--- src/sv/mnss_pkg.sv ---
// Shared types, constants and a helper function of the Manhattan nearest-site search.
package mnss_pkg;

    localparam int MAX_SITES  = 64;
    localparam int COORD_BITS = 16;

    localparam int IDX_BITS = (MAX_SITES > 1) ? $clog2(MAX_SITES) : 1;
    localparam int CNT_BITS = $clog2(MAX_SITES + 1);
    localparam int DIST_W   = COORD_BITS + 1;
    localparam int SUM_W    = DIST_W + CNT_BITS;

    localparam int TYPE_W   = 2;
    localparam int FIELD_W  = 16;
    localparam int STAT_W   = 2;
    localparam int NIDX_W   = 6;
    localparam int MIND_W   = 17;
    localparam int DSUM_W   = 23;
    localparam int LIMIT_W  = 24;
    localparam int CMP_W    = (SUM_W > LIMIT_W) ? SUM_W : LIMIT_W;

    localparam logic [TYPE_W-1:0] REQ_CLEAR  = 2'd0;
    localparam logic [TYPE_W-1:0] REQ_APPEND = 2'd1;
    localparam logic [TYPE_W-1:0] REQ_QUERY  = 2'd2;

    localparam logic [STAT_W-1:0] STAT_OK    = 2'd0;
    localparam logic [STAT_W-1:0] STAT_FULL  = 2'd1;
    localparam logic [STAT_W-1:0] STAT_EMPTY = 2'd2;

    localparam logic [MIND_W-1:0]  MIND_MAX         = '1;
    localparam logic [DSUM_W-1:0]  DSUM_MAX         = '1;
    localparam logic [LIMIT_W-1:0] SUM_LIMIT_RESET  = 24'd10000;

    typedef enum logic [1:0] {
        ST_IDLE,
        ST_SCAN,
        ST_REPORT
    } state_t;

    typedef struct packed {
        logic [TYPE_W-1:0]         req_type;
        logic signed [FIELD_W-1:0] coord_x;
        logic signed [FIELD_W-1:0] coord_y;
    } req_t;

    typedef struct packed {
        logic [STAT_W-1:0] status;
        logic [NIDX_W-1:0] nearest_index;
        logic              is_tie;
        logic [MIND_W-1:0] min_distance;
        logic [DSUM_W-1:0] distance_sum;
        logic              within_limit;
    } rsp_t;

    // Travels alongside each site read through the distance pipeline.
    typedef struct packed {
        logic                vld;
        logic                last;
        logic [IDX_BITS-1:0] idx;
    } tag_t;

    typedef logic signed [COORD_BITS-1:0] coord_t;

    function automatic logic [COORD_BITS-1:0] abs_diff(coord_t a, coord_t b);
        logic signed [COORD_BITS:0] d;
        d = (COORD_BITS + 1)'(a) - (COORD_BITS + 1)'(b);
        if (d < 0)
        begin
            d = -d;
        end
        return d[COORD_BITS-1:0];
    endfunction

endpackage

--- src/sv/mnss_ram.sv ---
// Generic single-write, single-read RAM with registered read data.
module mnss_ram #(
    parameter int WIDTH = 32,
    parameter int DEPTH = 64
) (
    input  logic                                     clk,
    input  logic                                     we,
    input  logic [((DEPTH > 1) ? $clog2(DEPTH) : 1)-1:0] waddr,
    input  logic [WIDTH-1:0]                         wdata,
    input  logic [((DEPTH > 1) ? $clog2(DEPTH) : 1)-1:0] raddr,
    output logic [WIDTH-1:0]                         rdata
);

    logic [WIDTH-1:0] mem [DEPTH];
    logic [WIDTH-1:0] rdata_reg;

    always_ff @(posedge clk)
    begin
        if (we)
        begin
            mem[waddr] <= wdata;
        end
        rdata_reg <= mem[raddr];
    end

    assign rdata = rdata_reg;

endmodule

--- src/sv/mnss_dist.sv ---
// Shared distance unit: one registered Manhattan distance per cycle.
module mnss_dist (
    input  logic                                 clk,
    input  logic                                 rst_n,
    input  mnss_pkg::coord_t                     px,
    input  mnss_pkg::coord_t                     py,
    input  logic [2*mnss_pkg::COORD_BITS-1:0]    site,
    input  mnss_pkg::tag_t                       tag_in,
    output logic [mnss_pkg::DIST_W-1:0]          dist_val,
    output mnss_pkg::tag_t                       tag_out
);

    mnss_pkg::coord_t                  sx;
    mnss_pkg::coord_t                  sy;
    logic [mnss_pkg::DIST_W-1:0]       dist_next;
    logic [mnss_pkg::DIST_W-1:0]       dist_reg;
    mnss_pkg::tag_t                    tag_reg;

    // Site word is packed as {y, x}.
    assign sx = site[mnss_pkg::COORD_BITS-1:0];
    assign sy = site[2*mnss_pkg::COORD_BITS-1:mnss_pkg::COORD_BITS];

    assign dist_next = mnss_pkg::DIST_W'(mnss_pkg::abs_diff(px, sx))
                     + mnss_pkg::DIST_W'(mnss_pkg::abs_diff(py, sy));

    always_ff @(posedge clk or negedge rst_n)
    begin
        if (!rst_n)
        begin
            tag_reg <= '0;
        end
        else
        begin
            tag_reg <= tag_in;
        end
    end

    always_ff @(posedge clk)
    begin
        dist_reg <= dist_next;
    end

    assign dist_val = dist_reg;
    assign tag_out  = tag_reg;

endmodule

--- src/sv/manhattan_nearest_site_search.sv ---
// Top level: site table, scan sequencer and result register of the nearest-site search.
//
//  channel   ports                               handshake
//  -------   ---------------------------------   ----------------------------------
//  request   start, busy, req                    taken when start is high, busy low
//  result    done, rsp                           done high for one cycle per result
//  config    sum_limit_we, sum_limit_wdata       written when sum_limit_we is high
//
// Clear, append and unknown requests give their result the cycle after they are
// taken, and busy stays low. A query holds busy while the one distance unit takes
// one site per cycle from the site RAM's read port, and through the read, distance
// and report stages. Reset empties the table and loads the default limit; site
// RAM contents are not cleared. The receiver cannot stall.
module manhattan_nearest_site_search (
    input  logic                              clk,
    input  logic                              rst_n,
    input  logic                              start,
    output logic                              busy,
    input  mnss_pkg::req_t                    req,
    output logic                              done,
    output mnss_pkg::rsp_t                    rsp,
    input  logic                              sum_limit_we,
    input  logic [mnss_pkg::LIMIT_W-1:0]      sum_limit_wdata
);

    localparam int RAM_W = 2 * mnss_pkg::COORD_BITS;

    mnss_pkg::state_t                  state_reg,  state_next;
    logic [mnss_pkg::CNT_BITS-1:0]     count_reg,  count_next;
    logic [mnss_pkg::CNT_BITS-1:0]     issue_reg,  issue_next;
    mnss_pkg::tag_t                    rd_tag_reg, rd_tag_next;
    logic                              done_reg,   done_next;
    logic [mnss_pkg::LIMIT_W-1:0]      limit_reg;

    mnss_pkg::coord_t                  px_reg,     px_next;
    mnss_pkg::coord_t                  py_reg,     py_next;
    logic [mnss_pkg::DIST_W-1:0]       best_reg,   best_next;
    logic [mnss_pkg::IDX_BITS-1:0]     bidx_reg,   bidx_next;
    logic                              tie_reg,    tie_next;
    logic [mnss_pkg::SUM_W-1:0]        sum_reg,    sum_next;
    mnss_pkg::rsp_t                    rsp_reg,    rsp_next;

    logic                              ram_we;
    logic [mnss_pkg::IDX_BITS-1:0]     ram_waddr;
    logic [RAM_W-1:0]                  ram_wdata;
    logic [mnss_pkg::IDX_BITS-1:0]     ram_raddr;
    logic [RAM_W-1:0]                  ram_rdata;

    logic [mnss_pkg::DIST_W-1:0]       site_dist;
    mnss_pkg::tag_t                    dist_tag;

    mnss_pkg::coord_t                  in_x;
    mnss_pkg::coord_t                  in_y;

    assign in_x = req.coord_x[mnss_pkg::COORD_BITS-1:0];
    assign in_y = req.coord_y[mnss_pkg::COORD_BITS-1:0];

    mnss_ram #(
        .WIDTH (RAM_W),
        .DEPTH (mnss_pkg::MAX_SITES)
    ) u_site_ram (
        .clk   (clk),
        .we    (ram_we),
        .waddr (ram_waddr),
        .wdata (ram_wdata),
        .raddr (ram_raddr),
        .rdata (ram_rdata)
    );

    mnss_dist u_dist (
        .clk      (clk),
        .rst_n    (rst_n),
        .px       (px_reg),
        .py       (py_reg),
        .site     (ram_rdata),
        .tag_in   (rd_tag_reg),
        .dist_val (site_dist),
        .tag_out  (dist_tag)
    );

    always_comb
    begin
        state_next  = state_reg;
        count_next  = count_reg;
        issue_next  = issue_reg;
        rd_tag_next = '0;
        done_next   = 1'b0;
        px_next     = px_reg;
        py_next     = py_reg;
        best_next   = best_reg;
        bidx_next   = bidx_reg;
        tie_next    = tie_reg;
        sum_next    = sum_reg;
        rsp_next    = rsp_reg;
        ram_we      = 1'b0;
        ram_waddr   = count_reg[mnss_pkg::IDX_BITS-1:0];
        ram_wdata   = {in_y, in_x};
        ram_raddr   = issue_reg[mnss_pkg::IDX_BITS-1:0];

        case (state_reg)
            mnss_pkg::ST_IDLE:
            begin
                if (start)
                begin
                    rsp_next  = '0;
                    done_next = 1'b1;
                    case (req.req_type)
                        mnss_pkg::REQ_CLEAR:
                        begin
                            count_next = '0;
                        end
                        mnss_pkg::REQ_APPEND:
                        begin
                            if (count_reg >= mnss_pkg::CNT_BITS'(mnss_pkg::MAX_SITES))
                            begin
                                rsp_next.status = mnss_pkg::STAT_FULL;
                            end
                            else
                            begin
                                ram_we     = 1'b1;
                                count_next = count_reg + 1'b1;
                            end
                        end
                        mnss_pkg::REQ_QUERY:
                        begin
                            if (count_reg == '0)
                            begin
                                rsp_next.status = mnss_pkg::STAT_EMPTY;
                            end
                            else
                            begin
                                // Hold the result until the scan reports.
                                done_next  = 1'b0;
                                rsp_next   = rsp_reg;
                                px_next    = in_x;
                                py_next    = in_y;
                                issue_next = '0;
                                state_next = mnss_pkg::ST_SCAN;
                            end
                        end
                        default:
                        begin
                            // Unknown request: leave state alone.
                        end
                    endcase
                end
            end

            mnss_pkg::ST_SCAN:
            begin
                if (issue_reg < count_reg)
                begin
                    rd_tag_next.vld  = 1'b1;
                    rd_tag_next.last = (issue_reg == count_reg - 1'b1);
                    rd_tag_next.idx  = issue_reg[mnss_pkg::IDX_BITS-1:0];
                    issue_next       = issue_reg + 1'b1;
                end

                if (dist_tag.vld)
                begin
                    if (dist_tag.idx == '0)
                    begin
                        best_next = site_dist;
                        bidx_next = dist_tag.idx;
                        tie_next  = 1'b0;
                        sum_next  = mnss_pkg::SUM_W'(site_dist);
                    end
                    else
                    begin
                        sum_next = sum_reg + mnss_pkg::SUM_W'(site_dist);
                        if (site_dist < best_reg)
                        begin
                            best_next = site_dist;
                            bidx_next = dist_tag.idx;
                            tie_next  = 1'b0;
                        end
                        else if (site_dist == best_reg)
                        begin
                            tie_next = 1'b1;
                        end
                    end
                    if (dist_tag.last)
                    begin
                        state_next = mnss_pkg::ST_REPORT;
                    end
                end
            end

            mnss_pkg::ST_REPORT:
            begin
                rsp_next.status        = mnss_pkg::STAT_OK;
                rsp_next.nearest_index = mnss_pkg::NIDX_W'(bidx_reg);
                rsp_next.is_tie        = tie_reg;
                rsp_next.min_distance  =
                    (best_reg > mnss_pkg::DIST_W'(mnss_pkg::MIND_MAX)) ?
                    mnss_pkg::MIND_MAX : mnss_pkg::MIND_W'(best_reg);
                rsp_next.distance_sum  =
                    (sum_reg > mnss_pkg::SUM_W'(mnss_pkg::DSUM_MAX)) ?
                    mnss_pkg::DSUM_MAX : mnss_pkg::DSUM_W'(sum_reg);
                // Compare the exact sum, not the saturated one.
                rsp_next.within_limit  =
                    (mnss_pkg::CMP_W'(sum_reg) < mnss_pkg::CMP_W'(limit_reg));
                done_next  = 1'b1;
                state_next = mnss_pkg::ST_IDLE;
            end

            default:
            begin
                state_next = mnss_pkg::ST_IDLE;
            end
        endcase
    end

    always_ff @(posedge clk or negedge rst_n)
    begin
        if (!rst_n)
        begin
            state_reg  <= mnss_pkg::ST_IDLE;
            count_reg  <= '0;
            issue_reg  <= '0;
            rd_tag_reg <= '0;
            done_reg   <= 1'b0;
            limit_reg  <= mnss_pkg::SUM_LIMIT_RESET;
        end
        else
        begin
            state_reg  <= state_next;
            count_reg  <= count_next;
            issue_reg  <= issue_next;
            rd_tag_reg <= rd_tag_next;
            done_reg   <= done_next;
            if (sum_limit_we)
            begin
                limit_reg <= sum_limit_wdata;
            end
        end
    end

    always_ff @(posedge clk)
    begin
        px_reg   <= px_next;
        py_reg   <= py_next;
        best_reg <= best_next;
        bidx_reg <= bidx_next;
        tie_reg  <= tie_next;
        sum_reg  <= sum_next;
        rsp_reg  <= rsp_next;
    end

    assign busy = (state_reg != mnss_pkg::ST_IDLE);
    assign done = done_reg;
    assign rsp  = rsp_reg;

    a_scan_nonempty: assert property (@(posedge clk) disable iff (!rst_n)
        state_reg == mnss_pkg::ST_SCAN |-> count_reg != '0)
        else $error("scan running over an empty table");

    a_issue_bound: assert property (@(posedge clk) disable iff (!rst_n)
        state_reg == mnss_pkg::ST_SCAN |-> issue_reg <= count_reg)
        else $error("read issue ran past the site count");

    a_tag_in_scan: assert property (@(posedge clk) disable iff (!rst_n)
        dist_tag.vld |-> state_reg == mnss_pkg::ST_SCAN)
        else $error("distance arrived outside a scan");

    a_count_bound: assert property (@(posedge clk) disable iff (!rst_n)
        count_reg <= mnss_pkg::CNT_BITS'(mnss_pkg::MAX_SITES))
        else $error("site count beyond table depth");

    a_report_done: assert property (@(posedge clk) disable iff (!rst_n)
        state_reg == mnss_pkg::ST_REPORT |=> done && !busy)
        else $error("report did not deliver a transaction");

endmodule
--- config.mk ---
export PLATFORM = sky130hd
export DESIGN_NAME = manhattan_nearest_site_search
export DESIGN_NICKNAME = d
export VERILOG_FILES = /design/src/sv/mnss_pkg.sv /design/src/sv/mnss_ram.sv /design/src/sv/mnss_dist.sv /design/src/sv/manhattan_nearest_site_search.sv
export SDC_FILE = /design/constraint.sdc
export NUM_CORES = 2
export LEC_CHECK = 0
export BUFFER_PORTS_ARGS = -buffer_cell sky130_fd_sc_hd__buf_2
export CORE_MARGIN = 2
export CORE_UTILIZATION = 35
export DETAILED_ROUTE_END_ITERATION = 8
export GPL_TIMING_DRIVEN = 0
export REMOVE_ABC_BUFFERS = 1
export SYNTH_ARGS = -nofsm -noshare
export SYNTH_HDL_FRONTEND = slang
export SYNTH_HIERARCHICAL = 1
export SYNTH_SLANG_ARGS = --single-unit
--- constraint.sdc ---
create_clock -name clk -period 15.4 [get_ports clk]
set_input_delay 0.77 -clock clk [delete_from_list [all_inputs] [get_ports clk]]
set_output_delay 0.77 -clock clk [all_outputs]
set_load 0.02 [all_outputs]
# Yosys cells after proc, flatten, opt, wreduce, memory -nomap -nowiden
# Memories as Yosys holds them, arrays and structs flattened. A register that Yosys moved wholly into a read port is not among the register bits.
# Index checks and enable logic that the tools add are counted.
# word_totals
ff_bits	204
in_bits	62
mem_count	1
ramBits	2048
out_inout_bits	52
# classes
n_bitwise	1
eq_ne	14
muxes	42
n_lt_le_gt_ge	8
addsub	9
reduce_logical	19
# memory_table
memory	words	word_bits	rd	rd_ports_with_merged_regs	write_ports	line_no	text
u_site_ram.mem	64	32	1	1	1	mnss_ram.sv:14	logic [WIDTH-1:0] mem [DEPTH];
# ops
operator	n
$pmux 50 s2	1
$mux 48	2
$mux 17	4
$mux 50	1
$mux 7	5
$lt 17x1->1 const B	2
$sub 16x16->17	2
$mux 16	2
$neg 16->16	2
$pmux 7 s2	2
$add 24x17->24	1
$gt 24x23->1 const B	1
$lt 24x24->1	1
$mux 23	1
$add 16x16->17	1
$eq 17x17->1	1
$gt 17x17->1 const B	1
$lt 17x17->1	1
$mux 8	2
$add 7x1->7 const B	2
$mux 2	6
$mux 6	2
$mux 1	11
$reduce_and 5->1	2
other kinds (21)	37

# Longest topological paths before layout
# logic_depth
word_depth	7
depth_mapped	21
ltp_nobuf	20

# Modules after synthesis
# The synthesis kept the hierarchy.
# modules_own_cells
module	area_per_inst_um2	cells_each	n_inst
mnss_ram	78515.3	3324	1
manhattan_nearest_site_search	8785.9	777	1
mnss_dist	3483.3	433	1

# Worst setup path before layout
# Ideal clock, no wire load.
# synth_timing
kind	register to register
startpoint	reg count_reg[0] (netlist bit)
endpoint	reg rsp_reg, in the netlist rsp[0], enable pin
path_buffers	0
arrival_ns	4.602
period_less_slack_ns	5.128
required_time_ns	14.873
stages_incl_launch_ff	6
setup_slack_ns	10.272
path_cell_list	dfrtp_1 -> inv_1 -> ha_1 -> nand3_1 -> o21a_1 -> o21ai_0
# synth_between
elab_chain_len	3
# synth_rtl
element	line_no	text
start, declared	manhattan_nearest_site_search.sv:29	logic [mnss_pkg::CNT_BITS-1:0] count_reg, count_next;
start signal, assigned	manhattan_nearest_site_search.sv:228	count_reg <= count_next;
$logic_not 7->1	manhattan_nearest_site_search.sv:126	if (count_reg == '0)
$ne 3x3->1 (no line)	--	
$reduce_and 3->1 (no line)	--	
end signal, assigned	manhattan_nearest_site_search.sv:247	rsp_reg <= rsp_next;
end, declared	manhattan_nearest_site_search.sv:41	mnss_pkg::rsp_t rsp_reg, rsp_next;
# No other way between the ends.
# A chain may end at the register's enable or synchronous reset.

# Final worst setup path
# layout_timing
startpoint	reg px_reg[0]
endpoint	reg u_dist.dist_reg, in the netlist u_dist/dist_val[15]
# layout_between
elab_chain_len	4
word_cells_on_any_way	5
# layout_rtl
element	line_no	text
start, declared	manhattan_nearest_site_search.sv:35	mnss_pkg::coord_t px_reg, px_next;
start signal, assigned	manhattan_nearest_site_search.sv:241	px_reg <= px_next;
$sub 16x16->17 (*)	mnss_pkg.sv:65	d = (COORD_BITS + 1)'(a) - (COORD_BITS + 1)'(b);
$neg 16->16 / $lt 17x1->1 (equally long branches)	mnss_pkg.sv:68, mnss_pkg.sv:66	
$mux 16 (*)	mnss_pkg.sv:66	if (d < 0)
$add 16x16->17 (*)	mnss_dist.sv:24	+ mnss_pkg::DIST_W'(mnss_pkg::abs_diff(py, sy));
named net u_dist.dist_next (one bit)	mnss_dist.sv:15	logic [mnss_pkg::DIST_W-1:0] dist_next;
end signal, assigned	mnss_dist.sv:40	dist_reg <= dist_next;
end, declared	mnss_dist.sv:16	logic [mnss_pkg::DIST_W-1:0] dist_reg;
# The timed path passes the listed nets; every way through them passes the cells marked *.

==> flow_summary.json <==
{
  "avgViaCountPerCell": 5.48,
  "final_cell_mix": "edfxtp_1 (2,178), mux4_2 (544), clkbuf_16 (221), nor2_1 (201), a21oi_1 (125)",
  "port_buffers": 113,
  "fin_crit_ps": 5460,
  "start_util": 0.353,
  "yosys-top-cells-area": "edfxtp_1 (72%), mux4_2 (13%), ha_1 (1.6%)",
  "syn_avg_cell_area_um2": 20.0,
  "cts.root.buffer_cell": "clkbuf_16",
  "reg2regPathDepth": 20,
  "crit_path_end_kind": "flop",
  "critPathLaunchType": "flop",
  "overflow": 0,
  "finalWorstSetupSlack_ps": 9940,
  "antenna_found_initial": 23,
  "regToRegSetupSlack_ps": 9940,
  "clk_latency_ps": 870,
  "layout.nets": 4973,
  "dr.pass1.iters": 5,
  "cts_setup_buffers": 0,
  "fillers": 22400,
  "syn2layout_area_growth_pct": 16.1,
  "synth_cell_types": 91,
  "clock_path_buffers": 3,
  "rr_startpoint": "px_reg[0]",
  "hold_buffers": 0,
  "wl_per_cell_um": 27.4,
  "ir_drop_uv": 116,
  "arrival_ps": 6200,
  "drcViolationCount": 0,
  "p_leak_nw": 34.4,
  "largest_reg_flops": 2048,
  "syn-cell-area_um2": 90800,
  "finalCritPeriodShare": 0.355,
  "synth-async-reset-ratio": 0.0250,
  "drive_above_1_share": 0.245,
  "cp_data_required_time_ps": 16140,
  "wl_mm": 230,
  "place.gp.congestion": 0.834,
  "yosys.area.top_type": "edfxtp_1",
  "cts_tree": "done",
  "grt_setup_unrepaired": "false",
  "post_cts_resized": 0,
  "final_common_cell": "edfxtp_1",
  "postRouteAntennaNets": 0,
  "cts_max_level": 4,
  "syn_inst": 4534,
  "ys_warn_count": 6,
  "ys.flop_type": "edfxtp_1",
  "fmax_mhz": 183,
  "grt_pass1_vias": 46200,
  "outcome": "finished with violations",
  "grt_pass1_wl_mm": 330,
  "ys_seq_area_frac": 0.747,
  "ys_seq_elements": 2284,
  "violations": "hold timing",
  "finClkSkew_ps": 69.8,
  "hold_slack_ps": -6.25,
  "die_x_um": 513,
  "r2r-end": "u_dist/dist_val[15]",
  "maxCapViolCount": 0,
  "cts_buffers": 217,
  "maxSlewHeadroom": 0.0686,
  "grt_use_total": 0.172,
  "die_area_um2": 263000,
  "clock_sinks": 2284,
  "hold_path_class": "in2async",
  "vias": 45800,
  "die_h_um": 513,
  "finalMaxSlewViolations": 0,
  "path_clk_slew_ps": 60,
  "grt_max_degree": 66,
  "worst-slew-pin-transition_ps": 1400,
  "rows": 186,
  "core_area_um2": 257000,
  "hold_viol_final": 4,
  "synth_top_area_frac": 0.720,
  "io_pins": 114,
  "dp_hpwl_mm": 142,
  "synth_edf_count": 2178,
  "crit_fanout": 17,
  "initialDrtViolationCount": 4965,
  "setup_viol": 0,
  "crit_type": "reg2reg",
  "powerDensity_nw_per_um2": 116,
  "post-place-ws_ps": 9570
}
[Yosys cell counts (9+ instances only)]
| cell | instances |
|---|---|
| a31oi_1 | 14 |
| o221ai_1 | 29 |
| a22oi_1 | 12 |
| dfrtp_1 | 52 |
| nor3_1 | 24 |
| clkbuf_1 | 98 |
| o31ai_1 | 9 |
| dfxtp_1 | 49 |
| ha_1 | 117 |
| mux4_2 | 544 |
| buf_1 | 21 |
| o21ai_0 | 72 |
| nand2_1 | 113 |
| nor2b_1 | 31 |
| mux2i_1 | 102 |
| o21a_1 | 17 |
| o22ai_1 | 86 |
| nand3_1 | 31 |
| nand2b_1 | 17 |
| o211ai_1 | 11 |
| buf_2 | 57 |
| or3_1 | 15 |
| xnor2_1 | 38 |
| a21oi_1 | 125 |
| and2_1 | 24 |
| xor2_1 | 37 |
| nand4_1 | 16 |
| nor2_1 | 265 |
| a21o_1 | 24 |
| inv_1 | 111 |
| edfxtp_1 | 2178 |
| buf_4 | 25 |
| or2_2 | 10 |
| and3_1 | 13 |
[metal layers]
layer / track usage / share of wire
met4: 0.0555 / 0.032
met1: 0.239 / 0.42
met2: 0.269 / 0.47
met3: 0.0397 / 0.078
met5: 0 / 0.00025
[where the power goes]
group	total, mW	leakage [nW]	internal [mW]	switching [mW]
Sequential	6.80	20.5	6.80	0.00162
Clock	5.32	3.46	3.00	2.32
Combinational	0.132	10.4	0.0169	0.116
Total	12.3	34.4	9.82	2.44
[cell families after synthesis]
kind of cell    Yosys count  share of synthesized area
flops                  2284                      0.747
mux                     647                      0.146
simple gates            613                     0.0324
compound gates          473                     0.0342
buf+inv                 319                     0.0154
fa+ha+maj               121                     0.0170
xor+xnor                 77                    0.00766
[metrics by stage]
stage | util | area (µm²) | instances | setup TNS (ps) | total power [mW]
2_1_floorplan | - | 89800 | 4327 | -265110 | 6.95
3_3_place_gp | 0.368 | 94600 | 7824 | -797630 | 7.06
3_5_place_dp | 0.381 | 98200 | 7951 | 0 | 7.07
4_1_cts | 0.409 | 105000 | 8354 | 0 | 12.4
5_1_grt | 0.409 | 105000 | 8358 | 0 | 12.6
6_report | 0.410 | 105000 | 8367 | 0 | 12.3
[layout make-up]
type,instances,area [µm²],area share
Tap cell,3384,4230,0.0402
Timing Repair Buffer,244,3700,0.0351
Antenna cell,9,22.5,0.000214
Clock buffer,272,5770,0.0548
Clock inverter,131,1350,0.0128
Inverter,112,420,0.00399
Sequential cell,2284,67800,0.643
Multi-Input combinational cell,1931,22100,0.210
[worst max-delay path by stage]
| stage | startpoint | end | slack [ps] | cells after the start |
|---|---|---|---|---|
| 2_1_floorplan | issue_reg[0] | u_site_ram/rdata[29] | -7120 | 5 |
| 3_3_place_gp | issue_reg[0] | u_site_ram/rdata[29] | -20940 | 5 |
| 3_5_place_dp | px_reg[0] | u_dist/dist_val[15] | 9570 | 20 |
| 4_1_cts | px_reg[0] | u_dist/dist_val[15] | 9520 | 20 |
| 5_1_grt | px_reg[0] | u_dist/dist_val[15] | 9480 | 20 |
| 6_report | px_reg[0] | u_dist/dist_val[15] | 9940 | 20 |
[critical path: stages (launching register included)]
cell,delay [ps]
edfxtp_1,330
inv_1,40
ha_1,220
fa_1,400
nor2b_1,190
o31a_1,210
o21a_1,260
o21a_1,200
o221ai_1,160
a31oi_2,740
nor2_1,130
a21oi_1,170
ha_1,250
a21o_1,170
a21oi_1,220
o21ai_0,150
a211oi_1,340
o31ai_1,160
o41ai_1,570
o21ai_0,240
xor2_1,180
Note: power is estimated with default switching activity, not from simulation.
